## config.mk

```make
export PLATFORM = sky130hd
export DESIGN_NAME = biquad_lowpass_2nd_order
export DESIGN_NICKNAME = d
export VERILOG_FILES = /design/src/rtl/bql_pkg.sv /design/src/rtl/bql_sequencer.sv /design/src/rtl/bql_datapath.sv /design/src/rtl/biquad_lowpass_2nd_order.sv
export SDC_FILE = /design/constraint.sdc
export NUM_CORES = 2
export LEC_CHECK = 0
export BUFFER_PORTS_ARGS = -buffer_cell sky130_fd_sc_hd__buf_2
export CAP_MARGIN = 10
export CORE_ASPECT_RATIO = 1.25
export CORE_UTILIZATION = 60
export DETAILED_ROUTE_END_ITERATION = 6
export GPL_TIMING_DRIVEN = 0
export HOLD_SLACK_MARGIN = 0.02
export PLACE_DENSITY = 0.8
export SLEW_MARGIN = 20
export SYNTH_ARGS = -nofsm -noshare
export SYNTH_HDL_FRONTEND = slang
export SYNTH_SLANG_ARGS = --single-unit
```

## constraint.sdc

```tcl
create_clock -name clk_i -period 9.5 [get_ports clk_i]
set_input_delay 1.9 -clock clk_i [delete_from_list [all_inputs] [get_ports clk_i]]
set_output_delay 1.9 -clock clk_i [all_outputs]
set_load 0.01 [all_outputs]
```

## src/rtl/bql_pkg.sv

```systemverilog
package bql_pkg;

  // default sizes, handed to the top level parameters
  localparam int SAMPLE_WIDTH_DEF   = 16;
  localparam int COEF_FRAC_BITS_DEF = 16;
  localparam int STATE_WIDTH_DEF    = 32;

  // fraction bits of the delay words
  localparam int STATE_FRAC = 8;

  // configuration register indexes
  localparam int CFG_ADDR_W = 2;
  localparam logic [CFG_ADDR_W-1:0] REG_BYPASS = 2'd0;
  localparam logic [CFG_ADDR_W-1:0] REG_COEF_B0 = 2'd1;
  localparam logic [CFG_ADDR_W-1:0] REG_COEF_A1 = 2'd2;
  localparam logic [CFG_ADDR_W-1:0] REG_COEF_A2 = 2'd3;

  // microprogram step addresses
  localparam int PC_W = 3;
  localparam logic [PC_W-1:0] STEP_MUL_A1 = 3'd0;
  localparam logic [PC_W-1:0] STEP_MUL_A2 = 3'd1;
  localparam logic [PC_W-1:0] STEP_SUB_A2 = 3'd2;
  localparam logic [PC_W-1:0] STEP_W0     = 3'd3;
  localparam logic [PC_W-1:0] STEP_SUM    = 3'd4;
  localparam logic [PC_W-1:0] STEP_MUL_B0 = 3'd5;
  localparam logic [PC_W-1:0] STEP_LOAD_Y = 3'd6;
  localparam logic [PC_W-1:0] STEP_OUT    = 3'd7;

  // multiplier operand pairs
  typedef enum logic [1:0] {
    MUL_NONE,
    MUL_A1W1,
    MUL_A2W2,
    MUL_B0SUM
  } mul_sel_e;

  // accumulator operations
  typedef enum logic [1:0] {
    ACC_HOLD,
    ACC_LOAD_X,
    ACC_SUB_P,
    ACC_LOAD_P
  } acc_op_e;

  // branch conditions
  typedef enum logic [0:0] {
    JMP_NONE,
    JMP_BYPASS
  } jmp_e;

  // one control word of the microprogram
  typedef struct packed {
    mul_sel_e        mul_sel;
    acc_op_e         acc_op;
    logic            w0_en;
    logic            sum_en;
    logic            out_en;
    jmp_e            jmp;
    logic [PC_W-1:0] target;
    logic            done;
  } uc_word_t;

  // sequencer to datapath
  typedef struct packed {
    logic     take;
    uc_word_t word;
  } bql_ctrl_t;

  // datapath to sequencer
  typedef struct packed {
    logic bypass;
    logic out_stall;
  } bql_status_t;

  localparam uc_word_t UC_NOP = '{
    mul_sel: MUL_NONE,
    acc_op:  ACC_HOLD,
    w0_en:   1'b0,
    sum_en:  1'b0,
    out_en:  1'b0,
    jmp:     JMP_NONE,
    target:  STEP_MUL_A1,
    done:    1'b0
  };

  // microprogram rom
  function automatic uc_word_t uc_rom(input logic [PC_W-1:0] pc);
    uc_word_t w;
    w = UC_NOP;
    unique case (pc)
      STEP_MUL_A1: begin
        w.mul_sel = MUL_A1W1;
        w.acc_op  = ACC_LOAD_X;
        w.jmp     = JMP_BYPASS;
        w.target  = STEP_OUT;
      end
      STEP_MUL_A2: begin
        w.mul_sel = MUL_A2W2;
        w.acc_op  = ACC_SUB_P;
      end
      STEP_SUB_A2: begin
        w.acc_op = ACC_SUB_P;
      end
      STEP_W0: begin
        w.w0_en = 1'b1;
      end
      STEP_SUM: begin
        w.sum_en = 1'b1;
      end
      STEP_MUL_B0: begin
        w.mul_sel = MUL_B0SUM;
      end
      STEP_LOAD_Y: begin
        w.acc_op = ACC_LOAD_P;
      end
      STEP_OUT: begin
        w.out_en = 1'b1;
        w.done   = 1'b1;
      end
      default: begin
        w = UC_NOP;
      end
    endcase
    return w;
  endfunction

endpackage

```

## src/rtl/bql_sequencer.sv

```systemverilog
module bql_sequencer (
  input  logic                   clk_i,
  input  logic                   rst_ni,
  input  logic                   in_valid_i,
  output logic                   in_ready_o,
  input  bql_pkg::bql_status_t   status_i,
  output bql_pkg::bql_ctrl_t     ctrl_o
);

  logic                      busy_q, busy_d;
  logic [bql_pkg::PC_W-1:0]  pc_q, pc_d;
  bql_pkg::uc_word_t         word;
  logic                      stall;
  logic                      take;

  // fetch the current control word
  assign word  = bql_pkg::uc_rom(pc_q);
  assign stall = word.out_en & status_i.out_stall;
  assign take  = in_valid_i & ~busy_q;

  assign in_ready_o  = ~busy_q;
  assign ctrl_o.take = take;
  assign ctrl_o.word = (busy_q && !stall) ? word : bql_pkg::UC_NOP;

  // step counter with conditional branch
  always_comb begin
    busy_d = busy_q;
    pc_d   = pc_q;
    if (!busy_q) begin
      if (take) begin
        busy_d = 1'b1;
        pc_d   = bql_pkg::STEP_MUL_A1;
      end
    end else if (!stall) begin
      if (word.done) begin
        busy_d = 1'b0;
      end else if (word.jmp == bql_pkg::JMP_BYPASS && status_i.bypass) begin
        pc_d = word.target;
      end else begin
        pc_d = pc_q + 1'b1;
      end
    end
  end

  always_ff @(posedge clk_i or negedge rst_ni) begin
    if (!rst_ni) begin
      busy_q <= 1'b0;
      pc_q   <= bql_pkg::STEP_MUL_A1;
    end else begin
      busy_q <= busy_d;
      pc_q   <= pc_d;
    end
  end

endmodule

```

## src/rtl/bql_datapath.sv

```systemverilog
module bql_datapath #(
  parameter int SAMPLE_WIDTH   = bql_pkg::SAMPLE_WIDTH_DEF,
  parameter int COEF_FRAC_BITS = bql_pkg::COEF_FRAC_BITS_DEF,
  parameter int STATE_WIDTH    = bql_pkg::STATE_WIDTH_DEF
) (
  input  logic                            clk_i,
  input  logic                            rst_ni,
  input  bql_pkg::bql_ctrl_t              ctrl_i,
  output bql_pkg::bql_status_t            status_o,
  input  logic [SAMPLE_WIDTH-1:0]         sample_i,
  input  logic                            cfg_we_i,
  input  logic [bql_pkg::CFG_ADDR_W-1:0]  cfg_addr_i,
  input  logic [COEF_FRAC_BITS+1:0]       cfg_data_i,
  output logic                            out_valid_o,
  input  logic                            out_ready_i,
  output logic [SAMPLE_WIDTH-1:0]         filtered_o,
  output logic                            guard_hit_o
);

  localparam int CW     = COEF_FRAC_BITS + 2;
  localparam int OPB_W  = STATE_WIDTH + 2;
  localparam int PROD_W = CW + OPB_W;
  localparam int XS_W   = SAMPLE_WIDTH + bql_pkg::STATE_FRAC;
  localparam int ACC_W  = (PROD_W + 2 > XS_W + COEF_FRAC_BITS + 2) ?
                          PROD_W + 2 : XS_W + COEF_FRAC_BITS + 2;
  localparam int Y_SHIFT = COEF_FRAC_BITS + bql_pkg::STATE_FRAC;

  // configuration registers
  logic                          bypass_q;
  logic signed [CW-1:0]          b0_q, a1_q, a2_q;

  // delay line
  logic signed [STATE_WIDTH-1:0] w1_q, w2_q;

  // working registers
  logic signed [SAMPLE_WIDTH-1:0] x_q;
  logic signed [STATE_WIDTH-1:0]  w0_q;
  logic                           guard_q;
  logic signed [OPB_W-1:0]        sum_q;
  logic signed [PROD_W-1:0]       prod_q;
  logic signed [ACC_W-1:0]        acc_q, acc_d;

  // output register
  logic                    out_valid_q;
  logic [SAMPLE_WIDTH-1:0] out_data_q;
  logic                    out_guard_q;

  logic signed [CW-1:0]     mul_a;
  logic signed [OPB_W-1:0]  mul_b;
  logic signed [ACC_W-1:0]  x_ext, x_acc, x_state;
  logic signed [ACC_W-1:0]  w0_full, y_full;
  logic [ACC_W-STATE_WIDTH:0]  w0_hi;
  logic [ACC_W-SAMPLE_WIDTH:0] y_hi;
  logic                     w0_fits;
  logic [SAMPLE_WIDTH-1:0]  y_sat;

  assign status_o.bypass    = bypass_q;
  assign status_o.out_stall = out_valid_q & ~out_ready_i;

  assign out_valid_o = out_valid_q;
  assign filtered_o  = out_data_q;
  assign guard_hit_o = out_guard_q;

  // sample capture
  always_ff @(posedge clk_i) begin
    if (ctrl_i.take) begin
      x_q <= sample_i;
    end
  end

  // configuration writes
  always_ff @(posedge clk_i or negedge rst_ni) begin
    if (!rst_ni) begin
      bypass_q <= 1'b1;
      b0_q     <= '0;
      a1_q     <= '0;
      a2_q     <= '0;
    end else if (cfg_we_i) begin
      unique case (cfg_addr_i)
        bql_pkg::REG_BYPASS:  bypass_q <= cfg_data_i[0];
        bql_pkg::REG_COEF_B0: b0_q     <= cfg_data_i;
        bql_pkg::REG_COEF_A1: a1_q     <= cfg_data_i;
        bql_pkg::REG_COEF_A2: a2_q     <= cfg_data_i;
        default: ;
      endcase
    end
  end

  // shared multiplier operand select
  always_comb begin
    unique case (ctrl_i.word.mul_sel)
      bql_pkg::MUL_A1W1: begin
        mul_a = a1_q;
        mul_b = OPB_W'(w1_q);
      end
      bql_pkg::MUL_A2W2: begin
        mul_a = a2_q;
        mul_b = OPB_W'(w2_q);
      end
      bql_pkg::MUL_B0SUM: begin
        mul_a = b0_q;
        mul_b = sum_q;
      end
      default: begin
        mul_a = '0;
        mul_b = '0;
      end
    endcase
  end

  always_ff @(posedge clk_i) begin
    if (ctrl_i.word.mul_sel != bql_pkg::MUL_NONE) begin
      prod_q <= mul_a * mul_b;
    end
  end

  // accumulator
  assign x_ext   = ACC_W'(x_q);
  assign x_acc   = x_ext <<< Y_SHIFT;
  assign x_state = x_ext <<< bql_pkg::STATE_FRAC;

  always_comb begin
    case (ctrl_i.word.acc_op)
      bql_pkg::ACC_LOAD_X: acc_d = x_acc;
      bql_pkg::ACC_SUB_P:  acc_d = acc_q - ACC_W'(prod_q);
      bql_pkg::ACC_LOAD_P: acc_d = ACC_W'(prod_q);
      default:             acc_d = acc_q;
    endcase
  end

  always_ff @(posedge clk_i) begin
    acc_q <= acc_d;
  end

  // round w0 and check the state range
  assign w0_full = (acc_q + (ACC_W'(1) <<< (COEF_FRAC_BITS - 1))) >>> COEF_FRAC_BITS;
  assign w0_hi   = w0_full[ACC_W-1:STATE_WIDTH-1];
  assign w0_fits = (&w0_hi) | ~(|w0_hi);

  always_ff @(posedge clk_i) begin
    if (ctrl_i.word.w0_en) begin
      w0_q    <= w0_fits ? w0_full[STATE_WIDTH-1:0] : x_state[STATE_WIDTH-1:0];
      guard_q <= ~w0_fits;
    end
    if (ctrl_i.word.sum_en) begin
      sum_q <= OPB_W'(w0_q) + (OPB_W'(w1_q) <<< 1) + OPB_W'(w2_q);
    end
  end

  // round y to an integer and saturate
  assign y_full = (acc_q + (ACC_W'(1) <<< (Y_SHIFT - 1))) >>> Y_SHIFT;
  assign y_hi   = y_full[ACC_W-1:SAMPLE_WIDTH-1];

  always_comb begin
    if ((&y_hi) | ~(|y_hi)) begin
      y_sat = y_full[SAMPLE_WIDTH-1:0];
    end else if (y_full[ACC_W-1]) begin
      y_sat = {1'b1, {(SAMPLE_WIDTH - 1){1'b0}}};
    end else begin
      y_sat = {1'b0, {(SAMPLE_WIDTH - 1){1'b1}}};
    end
  end

  // delay line shift and clear on coefficient writes
  always_ff @(posedge clk_i or negedge rst_ni) begin
    if (!rst_ni) begin
      w1_q <= '0;
      w2_q <= '0;
    end else if (cfg_we_i && cfg_addr_i != bql_pkg::REG_BYPASS) begin
      w1_q <= '0;
      w2_q <= '0;
    end else if (ctrl_i.word.out_en && !bypass_q) begin
      w2_q <= w1_q;
      w1_q <= w0_q;
    end
  end

  // output register
  always_ff @(posedge clk_i or negedge rst_ni) begin
    if (!rst_ni) begin
      out_valid_q <= 1'b0;
    end else if (ctrl_i.word.out_en) begin
      out_valid_q <= 1'b1;
    end else if (out_ready_i) begin
      out_valid_q <= 1'b0;
    end
  end

  always_ff @(posedge clk_i) begin
    if (ctrl_i.word.out_en) begin
      out_data_q  <= bypass_q ? x_q : y_sat;
      out_guard_q <= bypass_q ? 1'b0 : guard_q;
    end
  end

endmodule

```

## src/rtl/biquad_lowpass_2nd_order.sv

```systemverilog
// channel   | direction | handshake                  | payload
// ----------+-----------+----------------------------+--------------------------------
// s_axis    | in        | s_axis_tvalid/tready       | tdata: sample
// m_axis    | out       | m_axis_tvalid/tready       | tdata: filtered, tuser: guard_hit
// cfg       | in        | cfg_valid_i/cfg_ready_o    | cfg_addr_i index, cfg_data_i
//
// a filtered sample runs through all eight steps of the microprogram around the one shared
// multiplier, a bypassed one only through the first and the output step; a new sample is
// taken only once the program is done, so the block does not take one while another is in work.
// a full output register that is not taken holds the program at its output step.
// reset leaves bypass on, coefficients and delay words at zero; cfg is always ready.
module biquad_lowpass_2nd_order #(
  parameter int SAMPLE_WIDTH   = bql_pkg::SAMPLE_WIDTH_DEF,
  parameter int COEF_FRAC_BITS = bql_pkg::COEF_FRAC_BITS_DEF,
  parameter int STATE_WIDTH    = bql_pkg::STATE_WIDTH_DEF,
  localparam int TDATA_W       = ((SAMPLE_WIDTH + 7) / 8) * 8
) (
  input  logic                           clk_i,
  input  logic                           rst_ni,
  input  logic                           s_axis_tvalid,
  output logic                           s_axis_tready,
  input  logic [TDATA_W-1:0]             s_axis_tdata,   // sample
  output logic                           m_axis_tvalid,
  input  logic                           m_axis_tready,
  output logic [TDATA_W-1:0]             m_axis_tdata,   // filtered
  output logic [0:0]                     m_axis_tuser,   // guard_hit
  input  logic                           cfg_valid_i,
  output logic                           cfg_ready_o,
  input  logic [bql_pkg::CFG_ADDR_W-1:0] cfg_addr_i,
  input  logic [COEF_FRAC_BITS+1:0]      cfg_data_i
);

  bql_pkg::bql_ctrl_t      ctrl;
  bql_pkg::bql_status_t    status;
  logic [SAMPLE_WIDTH-1:0] filtered;
  logic                    guard_hit;

  assign cfg_ready_o = 1'b1;

  // step sequencer
  bql_sequencer u_sequencer (
    .clk_i      (clk_i),
    .rst_ni     (rst_ni),
    .in_valid_i (s_axis_tvalid),
    .in_ready_o (s_axis_tready),
    .status_i   (status),
    .ctrl_o     (ctrl)
  );

  // arithmetic, coefficients and delay line
  bql_datapath #(
    .SAMPLE_WIDTH   (SAMPLE_WIDTH),
    .COEF_FRAC_BITS (COEF_FRAC_BITS),
    .STATE_WIDTH    (STATE_WIDTH)
  ) u_datapath (
    .clk_i       (clk_i),
    .rst_ni      (rst_ni),
    .ctrl_i      (ctrl),
    .status_o    (status),
    .sample_i    (s_axis_tdata[SAMPLE_WIDTH-1:0]),
    .cfg_we_i    (cfg_valid_i & cfg_ready_o),
    .cfg_addr_i  (cfg_addr_i),
    .cfg_data_i  (cfg_data_i),
    .out_valid_o (m_axis_tvalid),
    .out_ready_i (m_axis_tready),
    .filtered_o  (filtered),
    .guard_hit_o (guard_hit)
  );

  // pack the result
  assign m_axis_tdata = TDATA_W'(filtered);
  assign m_axis_tuser = guard_hit;

endmodule

```

After elaboration in Yosys (flattened, before gate mapping):

Index checks and enable logic that the tools add are counted.

* input port bits: 41
* ROM bits: 0
* output and inout port bits: 20
* RAM bits: 0
* logic and storage cells: 106
* bits in registers: 330
* memories: 0
* latch bits: 0

* multiply operators: 1
* reductions and logical operators: 24
* div/mod/pow operators: 0
* equality and inequality tests: 18
* bitwise logic cells: 10
* muxes and demuxes: 29
* $add $sub $neg: 6
* magnitude comparators: 0
* shifts and indexed selects: 0

Operators by type and width (number)
* case mux 54 bit (3 select lines): 1
* two-way mux 32 bit: 5
* case mux 34 bit (3 select lines): 1
* adder 54 x 17 -> 54 bit, second input constant: 1
* adder 54 x 25 -> 54 bit, second input constant: 1
* case mux 18 bit (3 select lines): 1
* subtractor 54 x 52 -> 54 bit: 1
* multiplier 18 x 34 -> 52 bit: 1
* two-way mux 16 bit: 3
* adder 32 x 33 -> 34 bit: 1
* adder 34 x 32 -> 34 bit: 1
* two-way mux 3 bit: 5
* AND reduction 15 bit: 1
* OR reduction 15 bit: 1
* == test 2 bit, second input constant: 6
* == test 3 bit, second input constant: 4
* two-way mux 12 bit: 1
* case mux 2 bit (3 select lines): 2
* nonzero test 2 bit: 5
* two-way mux 1 bit: 9
* AND reduction 2 bit: 4
* AND reduction 7 bit: 1
* OR reduction 7 bit: 1
* == test 2 x 1 -> 1 bit, second input constant: 3
* 15 further kinds: 28

Longest topological paths before layout:

* depth after elaboration: 9
* depth in mapped cells: 37
* gate-level depth less buffers: 35

By module:

A second synthesis with hierarchy kept.

* cells, all modules: 4468
* area, all modules: 41539.8 um^2

By module, submodules not included
* bql_datapath: seq. area each 9190.1 um^2, times used 1, cells each 4415, area an instance 41121.9 um^2
* bql_sequencer: seq. area each 100.1 um^2, times used 1, cells each 51, area an instance 406.6 um^2
* biquad_lowpass_2nd_order: seq. area each 0.0 um^2, times used 1, cells each 2, area an instance 11.3 um^2

Worst setup path after synthesis:

Ideal clock, no wire load.

* path type: input to register
* from: input port m_axis_tready
* to: register u_datapath.prod_q[49], data pin
* library setup time: 0.269 ns
* path buffers: 3
* setup slack: -0.508 ns
* data arrival time: 9.740 ns
* required time: 9.231 ns
* stages on the path: 32
* cell sequence: nand2b_1 -> o21ai_0 -> inv_1 -> nand2_1 -> nor3_1 -> clkbuf_1 -> buf_1 -> a22oi_1 -> nand2_1 -> clkbuf_1 -> nand2_1 -> fa_1 -> inv_1 -> fa_1 -> fa_1 -> fa_1 -> fa_1 -> inv_1 -> fa_1 -> inv_1 -> ha_1 -> and2_1 -> a221oi_1 -> o21ai_0 -> a31oi_1 -> o41ai_1 -> a211o_1 -> o211ai_1 -> nand2_1 -> o41ai_1 -> o31ai_1 -> xor2_1

* cells in the longest elaborated chain, start to end: 9
* elaborated cells on any way between the ends: 12
* classes of those cells: 1 x mul; 3 x eq/ne; 3 x mux; 3 x bitwise; 2 x reduce/logical

RTL lines
* start: declaration: RTL line biquad_lowpass_2nd_order.sv:24 `input logic m_axis_tready,`
* inverter 1 bit (*): RTL line bql_datapath.sv:58 `assign status_o.out_stall = out_valid_q & ~out_ready_i;`
* AND 1 bit (*): RTL line bql_datapath.sv:58
* AND 1 bit (*): RTL line bql_sequencer.sv:18 `assign stall = word.out_en & status_i.out_stall;`
* logical NOT 1 bit (*): RTL line bql_sequencer.sv:23 `assign ctrl_o.word = (busy_q && !stall) ? word : bql_pkg::UC_NOP;`
* logical AND 1 bit (*): RTL line bql_sequencer.sv:23
* two-way mux 12 bit (*): RTL line bql_sequencer.sv:23
* == test 2 bit / == test 2 x 1 -> 1 bit (equally long branches): RTL line bql_datapath.sv:91 `unique case (ctrl_i.word.mul_sel)`
* case mux 18 bit (3 select lines) / case mux 34 bit (3 select lines) (equally long branches): RTL line bql_datapath.sv:91
* multiplier 18 x 34 -> 52 bit (*): RTL line bql_datapath.sv:113 `prod_q <= mul_a * mul_b;`
* end signal: assignment: RTL line bql_datapath.sv:113
* end: declaration: RTL line bql_datapath.sv:40 `logic signed [PROD_W-1:0] prod_q;`

Every way passes the cells marked *; elsewhere a longest branch is shown, timed or not.
A chain may end at the register's enable or synchronous reset.

Worst setup path in the final report:

* from: input port m_axis_tready
* to: register u_datapath.prod_q[15], data pin

Same word-level chain as after synthesis.

==> impl_metrics.json <==
{
  "status": "finished with violations",
  "violations": "DRC, setup timing",
  "rrSetupSlack_ps": 530,
  "maxCapViolCount": 0,
  "vias": 32200,
  "fp.dieArea_mm2": 0.0682,
  "hold_viol": 0,
  "seqPwrFrac_pct": 19.9,
  "synth_ff_type": "edfxtp_1",
  "setup_violations": 1,
  "cp-end-kind": "register",
  "hold_path.class": "register to register",
  "fin_ws_ps": -7.77,
  "cts_root_buf": "clkbuf_16",
  "syn-num-nets": 5142,
  "comb_power_share_pct": 68.7,
  "numPortBuffers": 59,
  "arrival_ps": 9830,
  "crit_fanout": 6,
  "grt_max_degree": 74,
  "layout_common_cells": "inv_1 (778), fa_1 (606), nand2_1 (519)",
  "min_to": "u_datapath.b0_q[5]$_DFFE_PN0P_",
  "detail_route.wl_per_cell_um": 23.7,
  "r2r_start": "u_sequencer.pc_q[0]$_DFFE_PN0P_",
  "initial_core_util_pct": 61.0,
  "clkPwrFrac_pct": 11.4,
  "final.min_clock_period_ps": 9510,
  "cts_tree": "built",
  "relSlewSlack_pct": 28.3,
  "finalClockSkew_ps": 43.7,
  "crit_path_start_kind": "primary input",
  "tightestPinTransition_ps": 1070,
  "fin_util_pct": 67.9,
  "ys_ff_latch": 330,
  "synth_area_leader_cell": "fa_1",
  "yosys_warnings": 0,
  "drt_iter0_drc": 3153,
  "routed_wl_mm": 126,
  "pre_cts_ws_ps": -2900,
  "ir_worst_vdd_mv": 0.179,
  "power.density_mw_per_mm2": 310,
  "rsz0062_at_grt": "yes",
  "r2r_end": "u_datapath.prod_q[15]$_DFFE_PP_",
  "design.core.area_mm2": 0.0661,
  "ys_seq_area_share_pct": 23.0,
  "final_nets": 5288,
  "antenna_left": 0,
  "yosysTopAreaCellShare_pct": 30.7,
  "dr.pass1.iters": 7,
  "cts_buffer_depth": 3,
  "dp_cells": 5194,
  "track_usage_pct": 37.7,
  "drv_slew": 0,
  "die_h_um": 292,
  "gp_congestion": 1.04,
  "rows": 105,
  "p_sw_share_pct": 51.7,
  "clock-sinks": 330,
  "synth_area_mm2": 0.0403,
  "avgSynthCellArea_um2": 9.46,
  "final_common_cell": "inv_1",
  "synthCells": 4263,
  "viasPerCell": 6.09,
  "clk_latency_ps": 600,
  "period_share_pct": 100,
  "cp.required_ps": 9820,
  "layout-drive-gt1-share_pct": 13.0,
  "area_delta_synth_final_pct": 11.4,
  "synthArstFlopShare_pct": 37.6,
  "holdPathStages": 1,
  "fp.dieW_um": 234,
  "dpl.hpwl_mm": 99.5,
  "cts_max_level": 2,
  "synth_cell_types": 92,
  "path_clk_slew_ps": 70,
  "max_stage_delay_ps": 560,
  "grt_overflow_total": 0,
  "crit_path_top_delay_cell": "fa_2",
  "whs_ps": 509,
  "final_cells": 5295,
  "crit_type": "primary input to register",
  "min-delay-start": "u_datapath.b0_q[5]$_DFFE_PN0P_",
  "clock.fmax_mhz": 105,
  "antenna_found_initial": 2,
  "ios": 61,
  "power.switching_w": 0.00719,
  "synth-edff-count": 206,
  "worst_r2r_path_depth": 43,
  "grt_pass1_vias": 33100,
  "crit_top_cell": "buf_4",
  "grt_pass1_wl_mm": 191,
  "numCtsBuffers": 38,
  "drc": 8,
  "leakage_nw": 21.0,
  "internal-power_w": 0.00671,
  "diodes": 0,
  "synthTopCellsByArea": "fa_1 (31%), edfxtp_1 (15%), dfrtp_1 (7.6%)"
}
-- cell families after synthesis --
kind of cell,share of synthesized area [%]
compound gates,10.5
xor+xnor,4.04
fa+ha+maj,37.5
buf+inv,9.36
flops,23.0
mux,2.31
other cells,0.00930
simple gates,13.2
-- how the worst max path moves through the flow --
stage	endpoint	cells past startpoint	start	slack (ps)
after floorplan	u_datapath.prod_q[49]$_DFFE_PP_	30	m_axis_tready	1
after global placement	u_datapath.prod_q[45]$_DFFE_PP_	30	m_axis_tready	-3290
after detailed placement	u_datapath.prod_q[45]$_DFFE_PP_	31	m_axis_tready	-2900
after CTS	u_datapath.prod_q[49]$_DFFE_PP_	34	m_axis_tready	0.4
after global routing	u_datapath.prod_q[49]$_DFFE_PP_	33	m_axis_tready	-110
final	u_datapath.prod_q[15]$_DFFE_PP_	42	m_axis_tready	-8
-- sequential cells by signal (all words and copies together) (netlist names), 3 cells and up --
signal / count
u_sequencer.pc_q: 3
u_datapath.prod_q: 52
u_datapath.x_q: 16
u_datapath.a1_q: 18
u_datapath.w1_q: 32
u_datapath.a2_q: 18
u_datapath.w2_q: 32
u_datapath.acc_q: 54
u_datapath.b0_q: 18
u_datapath.sum_q: 34
u_datapath.filtered_o: 16
u_datapath.w0_q: 32
-- worst max-delay path, delay by kind of cell --
kind	cells	cell delay, ps
buf+inv	24	3010
compound gates	4	950
simple gates	7	850
fa+ha+maj	7	3090
-- power by group through the flow --
| stage | registers, W | clock network (W) | logic, W |
|---|---|---|---|
| 2_1_floorplan | 0.00258 | 0 | 0.00603 |
| 3_3_place_gp | 0.00281 | 0 | 0.00846 |
| 3_5_place_dp | 0.00276 | 0 | 0.00867 |
| 4_1_cts | 0.00274 | 0.00159 | 0.00917 |
| 5_1_grt | 0.00278 | 0.00164 | 0.0103 |
| 6_report | 0.00276 | 0.00159 | 0.00955 |
-- per-layer routing --
layer / GRT usage, % / routed length (um) / share of wire (%)
met1: 46.1 / 44100 / 35
met2: 59.4 / 58100 / 46
met3: 7.48 / 12000 / 9.6
met4: 27.4 / 11300 / 9.0
met5: 0 / 21 / 0.017
-- cells in the mapped netlist, drive strengths merged, types with 22 or more instances --
| cell type | count |
|---|---|
| a211oi | 23 |
| a21o | 85 |
| a21oi | 177 |
| a22o | 65 |
| a22oi | 43 |
| a31oi | 22 |
| and2 | 59 |
| and3 | 24 |
| clkbuf | 162 |
| dfrtp | 123 |
| edfxtp | 206 |
| fa | 619 |
| ha | 219 |
| inv | 792 |
| mux2 | 80 |
| nand2 | 547 |
| nand2b | 25 |
| nand3 | 47 |
| nand4 | 25 |
| nor2 | 414 |
| nor3 | 25 |
| o21ai | 71 |
| o21bai | 23 |
| xnor2 | 132 |
| xor2 | 54 |
-- what timing repair did --
| action | CTS | global route |
|---|---|---|
| pin swaps | 44 | 58 |
| hold buffers | 0 | 0 |
| buffers inserted | 55 | 12 |
| gates resized for setup | 223 | 146 |
| cloned | 1 | 1 |
| setup endpoints to repair | 38 | 16 |
-- cell type report --
| cell class | count | area (um2) |
|---|---|---|
| well taps | 856 | 1070 |
| fillers | 5023 | 21200 |
| clock buffers | 42 | 1020 |
| multi-input cells | 2957 | 28100 |
| plain buffers | 149 | 1040 |
| repair buffers | 141 | 1070 |
| clock inverters | 28 | 310 |
| inverters | 792 | 2970 |
| flip-flops and latches | 330 | 9290 |
-- per-stage QoR --
stage,setup TNS [ps],total power (W),area [um2]
3_5_place_dp,-80600,0.0114,42000
6_report,-7.77,0.0139,44900
4_1_cts,0,0.0135,44400
3_3_place_gp,-90360,0.0113,41700
5_1_grt,-486,0.0147,44900
2_1_floorplan,0,0.00860,40400
Note: power is estimated with default switching activity, not from simulation.
